--- src/rtl/core/lfusr_pkg.sv ---
`default_nettype none

package lfusr_pkg;

    // Slot row geometry and field widths.
    localparam int MAX_SLOTS = 16;
    localparam int SLOT_W    = 4;
    localparam int IDENT_W   = 8;
    localparam int COUNT_W   = 16;
    localparam int STAMP_W   = 32;
    localparam int LIMIT_W   = 5;

    localparam logic [LIMIT_W-1:0] LIMIT_RESET = LIMIT_W'(MAX_SLOTS);
    localparam logic [COUNT_W-1:0] COUNT_MAX   = '1;
    localparam logic [STAMP_W-1:0] STAMP_MAX   = '1;

    // Search token that walks the cell row, one cell per cycle.
    typedef struct packed {
        logic               active;
        logic [IDENT_W-1:0] ident;
        logic               hit;
        logic [SLOT_W-1:0]  hit_slot;
        logic [COUNT_W-1:0] hit_count;
        logic               free_found;
        logic [SLOT_W-1:0]  free_slot;
        logic               vic_found;
        logic [SLOT_W-1:0]  vic_slot;
        logic [COUNT_W-1:0] vic_count;
        logic [STAMP_W-1:0] vic_stamp;
        logic [IDENT_W-1:0] vic_ident;
    } token_t;

    // Slot update broadcast from the controller to the cell row.
    typedef struct packed {
        logic               en;
        logic               hit;
        logic [SLOT_W-1:0]  slot;
        logic [IDENT_W-1:0] ident;
        logic [COUNT_W-1:0] count;
        logic [STAMP_W-1:0] stamp;
    } slot_wr_t;

endpackage

`default_nettype wire

--- src/rtl/core/lfu_slot_replacement.sv ---
`default_nettype none

// Least-frequently-used slot replacement over 16 slots. Each request names
// an identifier; the result tells whether it was already held, the slot that
// now holds it, any identifier evicted to make room, and its new use count.
// On a miss the lowest free slot is used while fewer than slots_in_use slots
// are occupied (0 acts as 1, values above 16 act as 16); otherwise the
// occupant with the lowest count is evicted, the oldest arrival and then the
// lower slot breaking ties. A request is taken only while idle: a search
// token walks the row of 16 slot cells at one cell per cycle, then the
// target is picked and its cell updated, and the result then loads the
// output register, where it may wait while the next request is accepted.
// The user writes slots_in_use through cfg_wr_en and cfg_wr_data only while
// no request is in flight; the block itself does not enforce this.
module lfu_slot_replacement (
    input  wire logic                          clk,
    input  wire logic                          rst_n,
    input  wire logic                          cfg_wr_en,
    input  wire logic [lfusr_pkg::LIMIT_W-1:0] cfg_wr_data,
    input  wire logic                          in_valid,
    output logic                               in_stall,
    input  wire logic [lfusr_pkg::IDENT_W-1:0] ident,
    output logic                               out_valid,
    input  wire logic                          out_stall,
    output logic                               was_hit,
    output logic [lfusr_pkg::SLOT_W-1:0]       slot,
    output logic                               evicted_valid,
    output logic [lfusr_pkg::IDENT_W-1:0]      evicted_ident,
    output logic [lfusr_pkg::COUNT_W-1:0]      new_count
);

    lfusr_pkg::token_t   tok [0:lfusr_pkg::MAX_SLOTS];
    lfusr_pkg::slot_wr_t wr;

    // A fresh token enters the first cell on the accepting edge.
    always_comb
    begin
        tok[0]        = '0;
        tok[0].active = in_valid && !in_stall;
        tok[0].ident  = ident;
    end

    // Row of slot cells, each passing the token to its neighbor.
    for (genvar i = 0; i < lfusr_pkg::MAX_SLOTS; i++)
    begin : g_cell
        lfusr_cell u_cell (
            .clk      (clk),
            .rst_n    (rst_n),
            .cell_idx (lfusr_pkg::SLOT_W'(i)),
            .tok_in   (tok[i]),
            .wr       (wr),
            .tok_out  (tok[i+1])
        );
    end

    lfusr_ctrl u_ctrl (
        .clk           (clk),
        .rst_n         (rst_n),
        .cfg_wr_en     (cfg_wr_en),
        .cfg_wr_data   (cfg_wr_data),
        .in_valid      (in_valid),
        .in_stall      (in_stall),
        .tok_last      (tok[lfusr_pkg::MAX_SLOTS]),
        .wr            (wr),
        .out_valid     (out_valid),
        .out_stall     (out_stall),
        .was_hit       (was_hit),
        .slot          (slot),
        .evicted_valid (evicted_valid),
        .evicted_ident (evicted_ident),
        .new_count     (new_count)
    );

endmodule

`default_nettype wire

--- src/rtl/core/lfusr_cell.sv ---
`default_nettype none

module lfusr_cell (
    input  wire logic                        clk,
    input  wire logic                        rst_n,
    input  wire logic [lfusr_pkg::SLOT_W-1:0] cell_idx,
    input  wire lfusr_pkg::token_t           tok_in,
    input  wire lfusr_pkg::slot_wr_t         wr,
    output lfusr_pkg::token_t                tok_out
);

    logic                          valid_reg;
    logic [lfusr_pkg::IDENT_W-1:0] ident_reg;
    logic [lfusr_pkg::COUNT_W-1:0] count_reg;
    logic [lfusr_pkg::STAMP_W-1:0] stamp_reg;
    lfusr_pkg::token_t             tok_reg;
    lfusr_pkg::token_t             tok_next;
    logic                          wr_sel;

    assign wr_sel  = wr.en && (wr.slot == cell_idx);
    assign tok_out = tok_reg;

    // Fold this slot into the running search result.
    always_comb
    begin
        tok_next = tok_in;
        if (!tok_in.hit && valid_reg && (ident_reg == tok_in.ident))
        begin
            tok_next.hit       = 1'b1;
            tok_next.hit_slot  = cell_idx;
            tok_next.hit_count = count_reg;
        end
        if (!tok_in.free_found && !valid_reg)
        begin
            tok_next.free_found = 1'b1;
            tok_next.free_slot  = cell_idx;
        end
        // Strict compares keep the lower slot on a full tie.
        if (valid_reg && (!tok_in.vic_found || (count_reg < tok_in.vic_count) ||
            ((count_reg == tok_in.vic_count) && (stamp_reg < tok_in.vic_stamp))))
        begin
            tok_next.vic_found = 1'b1;
            tok_next.vic_slot  = cell_idx;
            tok_next.vic_count = count_reg;
            tok_next.vic_stamp = stamp_reg;
            tok_next.vic_ident = ident_reg;
        end
    end

    // Token stage toward the next cell.
    always_ff @(posedge clk or negedge rst_n)
    begin
        if (!rst_n)
        begin
            tok_reg <= '0;
        end
        else
        begin
            tok_reg <= tok_next;
        end
    end

    // Slot contents; only the valid bit is cleared by reset.
    always_ff @(posedge clk or negedge rst_n)
    begin
        if (!rst_n)
        begin
            valid_reg <= 1'b0;
        end
        else if (wr_sel)
        begin
            valid_reg <= 1'b1;
        end
    end

    always_ff @(posedge clk)
    begin
        if (wr_sel)
        begin
            ident_reg <= wr.ident;
            count_reg <= wr.count;
            if (!wr.hit)
            begin
                stamp_reg <= wr.stamp;
            end
        end
    end

endmodule

`default_nettype wire

--- src/rtl/core/lfusr_ctrl.sv ---
`default_nettype none

module lfusr_ctrl (
    input  wire logic                          clk,
    input  wire logic                          rst_n,
    input  wire logic                          cfg_wr_en,
    input  wire logic [lfusr_pkg::LIMIT_W-1:0] cfg_wr_data,
    input  wire logic                          in_valid,
    output logic                               in_stall,
    input  wire lfusr_pkg::token_t             tok_last,
    output lfusr_pkg::slot_wr_t                wr,
    output logic                               out_valid,
    input  wire logic                          out_stall,
    output logic                               was_hit,
    output logic [lfusr_pkg::SLOT_W-1:0]       slot,
    output logic                               evicted_valid,
    output logic [lfusr_pkg::IDENT_W-1:0]      evicted_ident,
    output logic [lfusr_pkg::COUNT_W-1:0]      new_count
);

    typedef enum logic [1:0] {
        ST_IDLE,
        ST_SCAN,
        ST_EMIT
    } state_t;

    state_t                        state_reg;
    logic [lfusr_pkg::LIMIT_W-1:0] limit_reg;
    logic [lfusr_pkg::LIMIT_W-1:0] occupied_reg;
    logic [lfusr_pkg::LIMIT_W-1:0] occupied_next;
    logic [lfusr_pkg::STAMP_W-1:0] arrival_reg;
    logic [lfusr_pkg::STAMP_W-1:0] stamp_now_reg;
    logic [lfusr_pkg::LIMIT_W-1:0] eff_limit;
    logic                          accept;
    logic                          done;
    logic                          out_load;

    // Pending result, held until the output register is free.
    logic                          res_hit_reg;
    logic [lfusr_pkg::SLOT_W-1:0]  res_slot_reg;
    logic                          res_ev_reg;
    logic [lfusr_pkg::IDENT_W-1:0] res_ev_ident_reg;
    logic [lfusr_pkg::COUNT_W-1:0] res_count_reg;

    logic                          out_valid_reg;
    logic                          was_hit_reg;
    logic [lfusr_pkg::SLOT_W-1:0]  slot_reg;
    logic                          evicted_valid_reg;
    logic [lfusr_pkg::IDENT_W-1:0] evicted_ident_reg;
    logic [lfusr_pkg::COUNT_W-1:0] new_count_reg;

    logic                          dec_ev;
    logic [lfusr_pkg::IDENT_W-1:0] dec_ev_ident;

    assign accept   = in_valid && (state_reg == ST_IDLE);
    assign in_stall = (state_reg != ST_IDLE);
    assign done     = (state_reg == ST_SCAN) && tok_last.active;
    assign out_load = (state_reg == ST_EMIT) && (!out_valid_reg || !out_stall);

    assign out_valid     = out_valid_reg;
    assign was_hit       = was_hit_reg;
    assign slot          = slot_reg;
    assign evicted_valid = evicted_valid_reg;
    assign evicted_ident = evicted_ident_reg;
    assign new_count     = new_count_reg;

    // Clamp the configured limit into 1..MAX_SLOTS.
    always_comb
    begin
        if (limit_reg == '0)
        begin
            eff_limit = lfusr_pkg::LIMIT_W'(1);
        end
        else if (limit_reg > lfusr_pkg::LIMIT_W'(lfusr_pkg::MAX_SLOTS))
        begin
            eff_limit = lfusr_pkg::LIMIT_W'(lfusr_pkg::MAX_SLOTS);
        end
        else
        begin
            eff_limit = limit_reg;
        end
    end

    // Pick the target slot once the token leaves the last cell.
    always_comb
    begin
        wr            = '0;
        wr.en         = done;
        wr.ident      = tok_last.ident;
        wr.stamp      = stamp_now_reg;
        wr.count      = lfusr_pkg::COUNT_W'(1);
        occupied_next = occupied_reg;
        dec_ev        = 1'b0;
        dec_ev_ident  = '0;
        if (tok_last.hit)
        begin
            wr.hit  = 1'b1;
            wr.slot = tok_last.hit_slot;
            if (tok_last.hit_count != lfusr_pkg::COUNT_MAX)
            begin
                wr.count = tok_last.hit_count + lfusr_pkg::COUNT_W'(1);
            end
            else
            begin
                wr.count = tok_last.hit_count;
            end
        end
        else if ((occupied_reg < eff_limit) && tok_last.free_found)
        begin
            wr.slot       = tok_last.free_slot;
            occupied_next = occupied_reg + lfusr_pkg::LIMIT_W'(1);
        end
        else if (tok_last.vic_found)
        begin
            wr.slot      = tok_last.vic_slot;
            dec_ev       = 1'b1;
            dec_ev_ident = tok_last.vic_ident;
        end
        else
        begin
            // No occupant at all: slot zero is taken as free.
            wr.slot       = '0;
            occupied_next = occupied_reg + lfusr_pkg::LIMIT_W'(1);
        end
    end

    // Sequencer, counters and output register.
    always_ff @(posedge clk or negedge rst_n)
    begin
        if (!rst_n)
        begin
            state_reg     <= ST_IDLE;
            limit_reg     <= lfusr_pkg::LIMIT_RESET;
            occupied_reg  <= '0;
            arrival_reg   <= '0;
            out_valid_reg <= 1'b0;
        end
        else
        begin
            if (cfg_wr_en)
            begin
                limit_reg <= cfg_wr_data;
            end
            if (out_load)
            begin
                out_valid_reg <= 1'b1;
            end
            else if (out_valid_reg && !out_stall)
            begin
                out_valid_reg <= 1'b0;
            end
            unique case (state_reg)
                ST_IDLE:
                begin
                    if (accept)
                    begin
                        stamp_now_reg <= arrival_reg;
                        if (arrival_reg != lfusr_pkg::STAMP_MAX)
                        begin
                            arrival_reg <= arrival_reg + lfusr_pkg::STAMP_W'(1);
                        end
                        state_reg <= ST_SCAN;
                    end
                end
                ST_SCAN:
                begin
                    if (done)
                    begin
                        occupied_reg     <= occupied_next;
                        res_hit_reg      <= tok_last.hit;
                        res_slot_reg     <= wr.slot;
                        res_ev_reg       <= dec_ev;
                        res_ev_ident_reg <= dec_ev_ident;
                        res_count_reg    <= wr.count;
                        state_reg        <= ST_EMIT;
                    end
                end
                ST_EMIT:
                begin
                    if (out_load)
                    begin
                        was_hit_reg       <= res_hit_reg;
                        slot_reg          <= res_slot_reg;
                        evicted_valid_reg <= res_ev_reg;
                        evicted_ident_reg <= res_ev_ident_reg;
                        new_count_reg     <= res_count_reg;
                        state_reg         <= ST_IDLE;
                    end
                end
                default:
                begin
                    state_reg <= ST_IDLE;
                end
            endcase
        end
    end

endmodule

`default_nettype wire

--- config.mk ---
export PLATFORM = sky130hd
export DESIGN_NAME = lfu_slot_replacement
export DESIGN_NICKNAME = d
export VERILOG_FILES = /design/src/rtl/core/lfusr_pkg.sv /design/src/rtl/core/lfu_slot_replacement.sv /design/src/rtl/core/lfusr_cell.sv /design/src/rtl/core/lfusr_ctrl.sv
export SDC_FILE = /design/constraint.sdc
export NUM_CORES = 2
export LEC_CHECK = 0
export ABC_CLOCK_PERIOD_IN_PS = 4000
export BUFFER_PORTS_ARGS = -buffer_cell sky130_fd_sc_hd__buf_2
export CAP_MARGIN = 10
export CORE_MARGIN = 3
export CORE_UTILIZATION = 57
export CTS_CLUSTER_DIAMETER = 200
export DETAILED_ROUTE_END_ITERATION = 16
export GPL_TIMING_DRIVEN = 0
export PLACE_DENSITY = 0.76
export RECOVER_POWER = 25
export SLEW_MARGIN = 5
export SYNTH_ARGS = -nofsm -noshare
export SYNTH_HDL_FRONTEND = slang
export SYNTH_SLANG_ARGS = --single-unit
--- constraint.sdc ---
create_clock -name clk -period 4 [get_ports clk]
set_input_delay 0.8 -clock clk [delete_from_list [all_inputs] [get_ports clk]]
set_output_delay 0.8 -clock clk [all_outputs]
set_load 0.01 [all_outputs]
; ---- Word level (Yosys, flattened, before mapping)
; Cells that the tools add are included.
[totals]
regBits = 2537
inputBits = 18
[classes]
n_addsub = 3
magnitude_cmp = 32
n_eq_ne = 54
muxes = 65
bitwise_logic = 3
reduce_logical = 221
[op_table]
columns = cell, count
row1 = 61-bit 2-to-1 mux, 16
row2 = 32-bit less-than comparator, 15
row3 = 21-bit 2-to-1 mux, 16
row4 = 16-bit equality test, 15
row5 = 16-bit less-than comparator, 15
row6 = 8-bit equality test, 16
row7 = 5-bit 2-to-1 mux, 20
row8 = 1-bit logical AND, 98
row9 = 1-bit logical NOT, 63
row10 = "32-bit by 1-bit adder with 32-bit output, second input constant", 1
row11 = "4-bit equality test, second input constant", 8
row12 = 16-bit 2-to-1 mux, 2
row13 = "32-bit != test, second input constant", 1
row14 = 2-bit AND reduction, 16
row15 = 1-bit logical OR, 31
row16 = "16-bit by 1-bit adder with 16-bit output, second input constant", 1
row17 = "4-bit by 3-bit equality test with 1-bit output, second input constant", 4
row18 = "16-bit != test, second input constant", 1
row19 = 3-bit AND reduction, 5
row20 = 4-bit 2-to-1 mux, 3
row21 = "4-bit by 2-bit equality test with 1-bit output, second input constant", 2
row22 = "2-bit by 1-bit != test with 1-bit output, second input constant", 4
row23 = 2-bit 2-to-1 mux, 3
row24 = 2-bit case mux with 3 select lines, 1
row25 = other kinds (15), 21

; ---- Depth between registers and ports, before layout
[depth]
word_depth = 10
depth_mapped = 11
ltp_nobuf = 10

; ---- Cells and area by module
; A second synthesis with hierarchy kept.
[unflattened]
cells_unflattened = 7327
hier_area_um2 = 114134.5
[modules_own_cells]
columns = module, instances, cells_each, area_per_inst_um2, seq_area_each_um2
row1 = lfusr_cell, 16, 432, 6772.7, 4108.9
row2 = lfusr_ctrl, 1, 412, 5749.3, 3890.0
row3 = lfu_slot_replacement, 1, 3, 21.3, 0.0

; ---- Worst setup path after synthesis
; No wires, ideal clock.
[synth_path]
path_kind = register to register
startpoint = reg u_ctrl.limit_reg[4] (netlist name)
endpoint = reg g_cell[12].u_cell.stamp_reg[0] (netlist name) (enable)
setup_time_ns = 0.421
arrival_ns = 3.572
required_time_ns = 3.579
setup_slack_ns = 0.007
path_stages_with_launch = 11
n_path_buf = 1
path_cell_list = dfstp_2 inv_1 nand2_1 ha_1 inv_1 o311ai_1 a41o_1 clkbuf_1 mux2_2 nand2b_1 nor2_1
[synth_via]
elab_chain_len = 10
elab_cells_between_ends = 11
cone_classes = 2 x order compare / 1 x eq/ne / 4 x mux / 4 x reduce/logical
[synth_lines]
columns = item, line
row1 = "start, declared", lfusr_ctrl.sv:28  ; logic [lfusr_pkg::LIMIT_W-1:0] limit_reg;
row2 = "start signal, assigned", lfusr_ctrl.sv:133  ; limit_reg <= lfusr_pkg::LIMIT_RESET;
row3 = "start signal, assigned", lfusr_ctrl.sv:142  ; limit_reg <= cfg_wr_data;
row4 = 5-bit greater-than comparator, lfusr_ctrl.sv:74  ; else if (limit_reg > lfusr_pkg::LIMIT_W'(lfusr_pkg::MAX_SLOTS))
row5 = 5-bit 2-to-1 mux, lfusr_ctrl.sv:74
row6 = 5-bit 2-to-1 mux *, lfusr_ctrl.sv:70  ; if (limit_reg == '0)
row7 = 5-bit less-than comparator *, lfusr_ctrl.sv:108  ; else if ((occupied_reg < eff_limit) && tok_last.free_found)
row8 = 1-bit logical AND *, lfusr_ctrl.sv:108
row9 = 4-bit 2-to-1 mux *, lfusr_ctrl.sv:108
row10 = 4-bit 2-to-1 mux *, lfusr_ctrl.sv:95  ; if (tok_last.hit)
row11 = 4-bit equality test *, lfusr_cell.sv:20  ; assign wr_sel = wr.en && (wr.slot == cell_idx);
row12 = 1-bit logical AND *, lfusr_cell.sv:20
row13 = 2-bit AND reduction (no line) *, n/a
row14 = "end signal, assigned", lfusr_cell.sv:84  ; stamp_reg <= wr.stamp;
row15 = "end, declared", lfusr_cell.sv:15  ; logic [lfusr_pkg::STAMP_W-1:0] stamp_reg;
; Every way passes the cells marked *; elsewhere a longest branch is shown, timed or not.
; A chain may end at the register's enable or synchronous reset.

==> results.py <==
metrics = {
    "sta": {
        "tns_ns": 0,
        "rsz0062_at_grt": "yes",
        "fin_crit_sh_pct": 96.01,
        "timing.fmax_mhz": 260.4,
        "tightest_slew_ns": 2.517,
        "slew_viol_final": 128,
        "relSlewSlack_pct": -67.77,
        "clock_skew_ns": 0.03445,
        "period_needed_ns": 3.840,
        "final_hold_viol_count": 0,
        "setup_viol": 0,
        "holdWs_ns": 0.09411,
    },
    "setup_path": {
        "end_kind": "register",
        "critPathRequiredTime_ns": 4.73,
        "crit_arrival_ns": 4.57,
        "startpoint_type": "register",
        "critPathMaxStageDelay_ns": 0.66,
        "slowest_stage": "or4_1",
        "path_class": "register to register",
        "crit_fanout": 10,
        "crit_chain": "ha_1 -> nand4_1 -> or4_1 -> or4_1 -> a211oi_2 -> o211ai_1 -> buf_4 -> nand2_2 -> buf_8 -> buf_12 -> mux2_4",
        "ff2ff_path_depth": 11,
        "crit_path_frequent_cell": "or4_1",
    },
    "pwr": {
        "finalPower_w": 0.06533,
        "peakVddDrop_mv": 0.4681,
        "internal_power_w": 0.04841,
        "power_frac_seq_pct": 49.1,
        "power_density_nw_per_um2": 568.5,
        "power_switching_share_pct": 25.90,
        "leakagePower_nw": 50.58,
        "power.share.clock_pct": 34.0,
        "p_sw_w": 0.01692,
        "pwr-share-comb_pct": 16.9,
    },
    "clock_network": {
        "clk_latency_ns": 0.86,
        "cts_root_buf": "clkbuf_16",
        "cts.sinks": 2492,
        "cts_buffer_depth": 3,
        "cts.clk_slew.worst_paths_ns": 0.06,
        "htreeDepth": 4,
        "cts_tree": "built",
        "cts_buffers": 233,
    },
    "worst_hold_path": {
        "hold_path.class": "input port to register",
        "min_path_cells": 1,
    },
    "placement": {
        "port_buffers": 49,
        "dp_hpwl_um": 148400,
        "placed_area_um2": 106700,
        "place.gp.congestion": 0.9369,
    },
    "routing": {
        "routed_wl_um": 203900,
        "drc": 0,
        "routed_via_density": 5.383,
        "antenna_left": 0,
        "num_vias": 53717,
        "wire_per_inst_um": 20.43,
        "firstDrtPassIters": 8,
        "drt_first_iter_violations": 3043,
    },
    "global_routing": {
        "busiest_layer": "met2",
        "grtUsageMet2_pct": 37.42,
        "overflow": 0,
        "antenna_found_initial": 3,
        "track_usage_pct": 22.32,
        "grt_pass1_vias": 57658,
        "grt_pass1_wl_um": 322100,
        "grt_use_met1_pct": 29.52,
        "globalRouteMet3Util_pct": 2.812,
        "grt_max_degree": 178,
    },
    "cells_and_area": {
        "largest_reg_flops": 1443,
        "fin_area_um2": 114900,
        "finalNetCount": 8154,
        "area_growth_pct": 12.27,
        "drive_gt1_share_pct": 21.06,
        "fillCellCount": 12267,
    },
    "synthesis": {
        "synth_warnings": 0,
        "synth_seq_cells": 2492,
        "avgSynthCellArea_um2": 14.46,
        "synthArstFlopShare_pct": 60.35,
        "synth_seq_area_share_pct": 65.76,
        "ys.flop_type": "dfrtp_1",
        "synth_nets": 7808,
        "synth_edf_count": 988,
        "synth_cell_type_count": 77,
        "synthesis.area_um2": 102300,
        "synthCells": 7078,
    },
    "floorplanning": {
        "die_h_um": 429.7,
        "core_area_um2": 177300,
        "initial_utilization_pct": 57.74,
        "fp.dieW_um": 429.7,
        "dieArea_um2": 184700,
        "rows": 154,
        "io-pin-count": 50,
    },
    "status": {
        "outcome": "complete, but fails checks",
        "failed_checks": "max-capacitance violations, max-slew violations",
    },
    "job": {
        "cap_viol_max_count": 2,
    },
}
-- final timing paths --
path / end / from / slack [ns]
max: g_cell[2].u_cell.tok_out[47]$_DFF_PN0_ / g_cell[2].u_cell.count_reg[15]$_DFFE_PP_ / 0.16
min: g_cell[0].u_cell.tok_out[89]$_DFF_PN0_ / ident[2] / 0.09
max reg2reg: g_cell[2].u_cell.tok_out[47]$_DFF_PN0_ / g_cell[2].u_cell.count_reg[15]$_DFFE_PP_ / 0.16
max in group asynchronous: g_cell[5].u_cell.tok_out[6]$_DFF_PN0_ / rst_n / 0.75
min in group asynchronous: g_cell[14].u_cell.tok_out[17]$_DFF_PN0_ / rst_n / 0.59
min reg2reg: g_cell[6].u_cell.tok_out[95]$_DFF_PN0_ / g_cell[5].u_cell.tok_out[95]$_DFF_PN0_ / 0.35
-- synthesized netlist by cell type (50+ instances only) --
master    count  area (um^2)
dfrtp_1    1503        37610
edfxtp_1    988        29670
mux2_2      935        10530
inv_1       760         2853
ha_1        712         8909
nand2_1     334         1254
a21oi_1     253         1266
nand4_1     162         1013
nor2_1      153        574.3
o21ai_0     130        650.6
xnor2_1     123         1077
clkbuf_1    112        420.4
a21o_1      100        750.7
and2_1       96        600.6
nand3_1      81        405.4
nand2b_1     75        469.2
or2_2        75        469.2
nor2b_1      52        325.3
xor2_1       50        437.9
-- metrics by stage --
stage          util (%)  setup WS [ns]  cells
2_1_floorplan         -       0.006626   7078
3_3_place_gp      59.52         -29.02   9467
5_1_grt           64.82       -0.04488   9976
6_report          64.82         0.1597   9979
4_1_cts           64.73        0.02588   9969
3_5_place_dp      60.19        -0.7103   9516
-- cells by family (layout without fill, tap and decap cells) --
group | count (synthesis) | count (layout) | share of synthesized area, %
DFF | 2492 | 2492 | 65.76
and+or+nand+nor | 1189 | 1193 | 6.044
muxes | 966 | 966 | 10.73
buffers and inverters | 899 | 1452 | 3.378
adders and majority gates | 712 | 712 | 8.704
AOI/OAI and AO/OA | 647 | 647 | 3.899
xor gates and xnor gates | 173 | 173 | 1.480
other | 0 | 4 | 0
-- repair_timing --
item | in CTS | in global routing
endpoints found under the setup margin | 721 | 1068
pin swaps | 4 | 4
hold buffers | 4 | 0
buffers inserted | 2 | 0
hold endpoints to repair | 100 | 0
gates cloned | 2 | 6
gates resized for setup | 24 | 18
-- power groups by stage --
stage	sequential, W	clock [W]	combinational, W
2_1_floorplan	0.0317	0	0.00800
3_3_place_gp	0.0324	0	0.0101
3_5_place_dp	0.0325	0	0.0108
4_1_cts	0.0320	0.0228	0.0111
5_1_grt	0.0325	0.0238	0.0125
6_report	0.0321	0.0222	0.0110
-- final cells by class --
type / instances / area, um^2 / area share [%]
sequential: 2492 / 67310 / 58.57
multi-input combinational: 3691 / 32040 / 27.88
clock buffer: 327 / 6540 / 5.691
tap: 2340 / 2928 / 2.548
inverter: 761 / 2856 / 2.486
clock inverter: 119 / 1363 / 1.186
timing repair buffer: 108 / 1254 / 1.091
buffer: 137 / 610.6 / 0.5314
antenna: 4 / 10.01 / 0.008711
-- cell usage in the layout, fill, tap and decap left out, types with 26 or more instances in the layout --
| cell type | n |
|---|---|
| and2_1 | 82 |
| a21oi_1 | 250 |
| inv_1 | 760 |
| clkinv_2 | 46 |
| mux2_4 | 29 |
| nor2b_1 | 52 |
| nor3_1 | 35 |
| nand2_1 | 334 |
| xnor2_1 | 123 |
| clkinv_1 | 26 |
| clkbuf_16 | 242 |
| nor2_4 | 26 |
| o21ai_0 | 129 |
| ha_1 | 712 |
| nand2b_1 | 72 |
| nand3_1 | 81 |
| nor2_1 | 111 |
| or2_2 | 76 |
| mux2_2 | 935 |
| buf_2 | 52 |
| xor2_1 | 50 |
| nand4_1 | 162 |
| nor4_1 | 31 |
| a21o_1 | 100 |
| clkbuf_1 | 173 |
| dfrtp_1 | 1503 |
| edfxtp_1 | 988 |
-- routing by layer --
metal	routed length, um	up-vias
li1	-	25651
met1	88970	26709
met2	98620	913
met3	6307	444
met4	9987	0
met5	0	-
-- worst max-delay path: cells and delay by family, from the launching register on --
kind	cells	cell delay, ns
flip-flops	1	0.42
AO/OA/AOI/OAI	2	0.45
AND/OR/NAND/NOR	4	1.64
buffers and inverters	3	0.56
adder cells (fa/ha/maj)	1	0.32
multiplexers	1	0.30
No activity file was read; power rests on OpenSTA's default activity.
